==> config.mk <==
export PLATFORM = sky130hd
export DESIGN_NAME = ssc_ctrl
export DESIGN_NICKNAME = d
export VERILOG_FILES = /design/src/hdl/ssc_pkg.sv /design/src/hdl/ssc_ctrl.sv
export SDC_FILE = /design/constraint.sdc
export NUM_CORES = 1
export LEC_CHECK = 0
export ABC_AREA = 1
export BUFFER_PORTS_ARGS = -buffer_cell sky130_fd_sc_hd__buf_2
export CORE_AREA = 3 3 40 42
export DETAILED_ROUTE_END_ITERATION = 16
export DIE_AREA = 0 0 43 45
export GPL_TIMING_DRIVEN = 0
export PLACE_DENSITY = 0.43
export SLEW_MARGIN = 5
export SYNTH_ARGS = -nofsm -noshare
export SYNTH_HDL_FRONTEND = slang
export SYNTH_SLANG_ARGS = --single-unit
export TNS_END_PERCENT = 50
==> constraint.sdc <==
create_clock -name i_clk -period 1 [get_ports i_clk]
set_clock_uncertainty 0.15 [all_clocks]
set_input_delay 0.1 -clock i_clk [delete_from_list [all_inputs] [get_ports i_clk]]
set_output_delay 0.1 -clock i_clk [all_outputs]
set_load 0.1 [all_outputs]
==> src/hdl/ssc_pkg.sv <==
`default_nettype none
package ssc_pkg;

    localparam int DEPTH      = 1024;
    localparam int VALUE_BITS = 16;
    localparam int ADDR_BITS  = (DEPTH > 1) ? $clog2(DEPTH) : 1;
    localparam int CNT_BITS   = $clog2(DEPTH + 1);
    localparam int EXP_BITS   = VALUE_BITS + 1;

    typedef struct packed {
        logic [VALUE_BITS-1:0] value;
        logic                  last;
    } t_in;

    typedef struct packed {
        logic sortable;
        logic overflow;
    } t_out;

    // controller -> datapath
    typedef struct packed {
        logic latch;     // capture the input beat
        logic pop;       // drop the top entry, advance the counter, fetch the new top
        logic load_top;  // take the fetched entry as the new top
        logic decide;    // match, fail, overflow or push the held value
        logic emit;      // load the verdict register and clear the sequence state
    } t_cmd;

    // datapath -> controller
    typedef struct packed {
        logic dead;      // sequence already failed or overflowed
        logic pop_hit;   // stack not empty and top equals the expected number
        logic last;      // held beat closes the sequence
    } t_sts;

endpackage
`default_nettype wire

==> src/hdl/ssc_ctrl.sv <==
`default_nettype none
module ssc_ctrl (
    input  wire logic          i_clk,
    input  wire logic          i_rst_n,
    input  wire logic          i_in_valid,
    output logic               o_in_ready,
    output logic               o_out_valid,
    input  wire logic          i_out_ready,
    input  wire ssc_pkg::t_sts i_sts,
    output ssc_pkg::t_cmd      o_cmd
);
    import ssc_pkg::*;

    typedef enum logic [2:0] {
        S_IDLE,
        S_POP,
        S_LOAD,
        S_DECIDE,
        S_FINISH
    } t_state;

    t_state r_state, n_state;
    logic   r_out_valid, n_out_valid;
    logic   out_free;

    assign out_free    = !r_out_valid || i_out_ready;
    assign o_in_ready  = (r_state == S_IDLE);
    assign o_out_valid = r_out_valid;

    always_comb begin
        n_state     = r_state;
        n_out_valid = r_out_valid && !i_out_ready;
        o_cmd       = '0;
        case (r_state)
            S_IDLE: begin
                if (i_in_valid) begin
                    o_cmd.latch = 1'b1;
                    n_state     = i_sts.dead ? S_FINISH : S_POP;
                end
            end
            S_POP: begin
                if (i_sts.pop_hit) begin
                    o_cmd.pop = 1'b1;
                    n_state   = S_LOAD;
                end else begin
                    n_state = S_DECIDE;
                end
            end
            S_LOAD: begin
                o_cmd.load_top = 1'b1;
                n_state        = S_POP;
            end
            S_DECIDE: begin
                o_cmd.decide = 1'b1;
                n_state      = S_FINISH;
            end
            S_FINISH: begin
                if (!i_sts.last) begin
                    n_state = S_IDLE;
                end else if (out_free) begin
                    o_cmd.emit  = 1'b1;
                    n_out_valid = 1'b1;
                    n_state     = S_IDLE;
                end
            end
            default: begin
                n_state = S_IDLE;
            end
        endcase
    end

    always_ff @(posedge i_clk) begin
        if (!i_rst_n) begin
            r_state     <= S_IDLE;
            r_out_valid <= 1'b0;
        end else begin
            r_state     <= n_state;
            r_out_valid <= n_out_valid;
        end
    end

endmodule
`default_nettype wire

==> reports/qor.yml <==
slew-limit-headroom_pct: 87.1
multi_input_area_um2: 175
worst_ir_drop_vdd_mv: 0.510
yosys.cell_count.top_type: "nor2_1"
grt_max_degree: 7
cts_buffer_depth: 2
slew_viol_final: 0
worstPathArrival_ps: 1140
firstDrtPassIters: 1
io_buffers: 13
setup_ws_ps: -391
dp.final_hpwl_um: 503
chipWidth_um: 43
grt_pass1_vias: 280
finalPower_uw: 834
antenna_found_initial: 0
synth_cells: 41
leakagePower_uw: 0.000275
fin_crit_sh_pct: 139
final_util_pct: 45.8
worst-path-buf-inv: 2
core_um2: 1280
tritoncts: "done"
fill_cells: 128
period_needed_ps: 1390
power_density_nw_per_um2: 1420
grt_util_all_layers_pct: 7.50
cp_slowest_cell: "dfxtp_4"
yosysSeqAreaShare_pct: 33.5
worstSetupStartpointType: "flop"
fin_nets: 73
synth_area_leaders: "dfxtp_1, nor2_1, inv_1"
htreeDepth: 1
maxCapViolations: 0
grt_pass1_wl_um: 1050
wl_per_cell_um: 9.24
rsz0062_at_grt: "yes"
violations: "negative hold slack, negative setup slack"
numCtsBuffers: 3
path_delay_family: "flip-flops"
final-seq-area_um2: 95.1
finalNonFillerCells: 80
drc: 0
drt_iter0_drc: 0
pin_count: 14
die_area_um2: 1940
clk_pin_slew_ps: 40
clock_tree.root_cell: "clkbuf_4"
endpoint_kind: "primary output"
ys_types: 11
vias: 323
fmax_mhz: 719
hold_viol: 1
detail-route-antenna-nets: 0
ys.warnings.count: 0
status: "finished with violations"
hold_path.class: "input port to flop"
num_rows: 13
critPathRequiredTime_ps: 750
yosys.area.top_type_share_pct: 33.5
diodes: 0
criticalPathCategory: "flop to primary output"
cp_cell_sequence: "inv_4, nand4_1, nor2_4, buf_12"
place_congestion: 0.621
routed_wl_um: 739
clock_sinks: 4
synthesis.area_um2: 239
synth_area_leader_cell: "dfxtp_1"
ys_ff_latch: 4
yosys-top-cells-count: "nor2_1, inv_1, nand2_1, nand3_1, dfxtp_1"
tns_ps: -2700
setup_violations: 10
via_per_inst: 4.04
worstSkewPairLatency_ps: 240
grt.overflow.total: 0
holdWs_ps: -4.12
syn_nets: 48
drive_gt1_share_pct: 64.6
area_growth_pct: 146
async_reset_ff_share_pct: 0
ys.flop_type: "dfxtp_1"
worstMarginPinSlew_ps: 193
synth_edf_count: 0
cp_max_fo: 4
syn_area_per_cell_um2: 5.83
fp.dieH_um: 45
dp_cells: 69
cp_slowest_stage_delay_ps: 350
initial_core_util_pct: 18.6
-- final timing paths --
path,startpoint,end,slack (ps),depth (start not counted)
max,r_state[0],o_cmd[0],-390,4
min,i_rst_n,o_out_valid,-4,3
max reg2reg,r_state[0],r_state[0],-270,8
min reg2reg,r_state[1],r_state[1],430,3
-- stage by stage --
step | setup WS [ps] | hold slack (ps) | area [um^2]
4_1_cts | -405 | -9.69 | 527
2_1_floorplan | -500 | 110 | 285
3_3_place_gp | -395 | 223 | 369
6_report | -391 | -4.12 | 588
5_1_grt | -458 | 3.98 | 588
3_5_place_dp | -379 | 239 | 369
-- cells in the final DEF (no fill, tap or decap) --
master and instances:
buf_12 7, inv_1 6, nor2_1 6, buf_2 6, buf_4 6, nand2_1 5
dfxtp_4 4, inv_2 3, nand3_2 3, nor2_4 3, clkbuf_4 3, inv_4 2
nand4_1 2, nand3_1 2, nand2_4 1, nor2_2 1, nor3_4 1, a21oi_1 1
a21oi_2 1, clkbuf_1 1, buf_6 1
-- tightest hold or removal path, stage by stage --
cell and delay, ps:
buf_2 70, inv_1 70, a21oi_2 100
-- per-layer routing --
| layer | up-vias | part of all wire, % | global-route usage [%] |
|---|---|---|---|
| met3 | 2 | 4.5 | 1.20 |
| met1 | 142 | 39 | 8.94 |
| met5 | - | 0 | 0 |
| li1 | 171 | - | - |
| met4 | 0 | 1.9 | 9.04 |
| met2 | 8 | 55 | 10.5 |
-- final cells by class --
type | instances | share of cell area, %
Tap cell | 15 | 3.19
Inverter | 11 | 7.87
Clock buffer | 4 | 4.47
Timing Repair Buffer | 20 | 38.5
Sequential cell | 4 | 16.2
Multi-Input combinational cell | 26 | 29.8
-- cell families (layout without fill, tap and decap cells) --
logic type | Yosys count | after routing | synth area share [%]
buffers and inverters | 11 | 35 | 17.3
AO/OA/AOI/OAI | 2 | 2 | 4.19
AND/OR/NAND/NOR | 24 | 24 | 45.0
flip-flops | 4 | 4 | 33.5
-- where the power goes --
part | internal (uW) | total, uW | switching, uW
registers | 169 | 187 | 17.9
logic | 167 | 429 | 262
clock network | 150 | 218 | 68.1
total | 487 | 834 | 348
-- flip-flops by register name, summed over array words and instances (netlist names) --
name and cells:
r_state 3, o_out_valid 1
-- repair_timing --
action | 4_1_cts | 5_1_grt
setup buffers | 2 | 5
hold endpoints to repair | 1 | 0
setup endpoints to repair | 10 | 10
pin swaps | 4 | 4
resized for setup | 33 | 7
(Power assumes the default switching activity.)
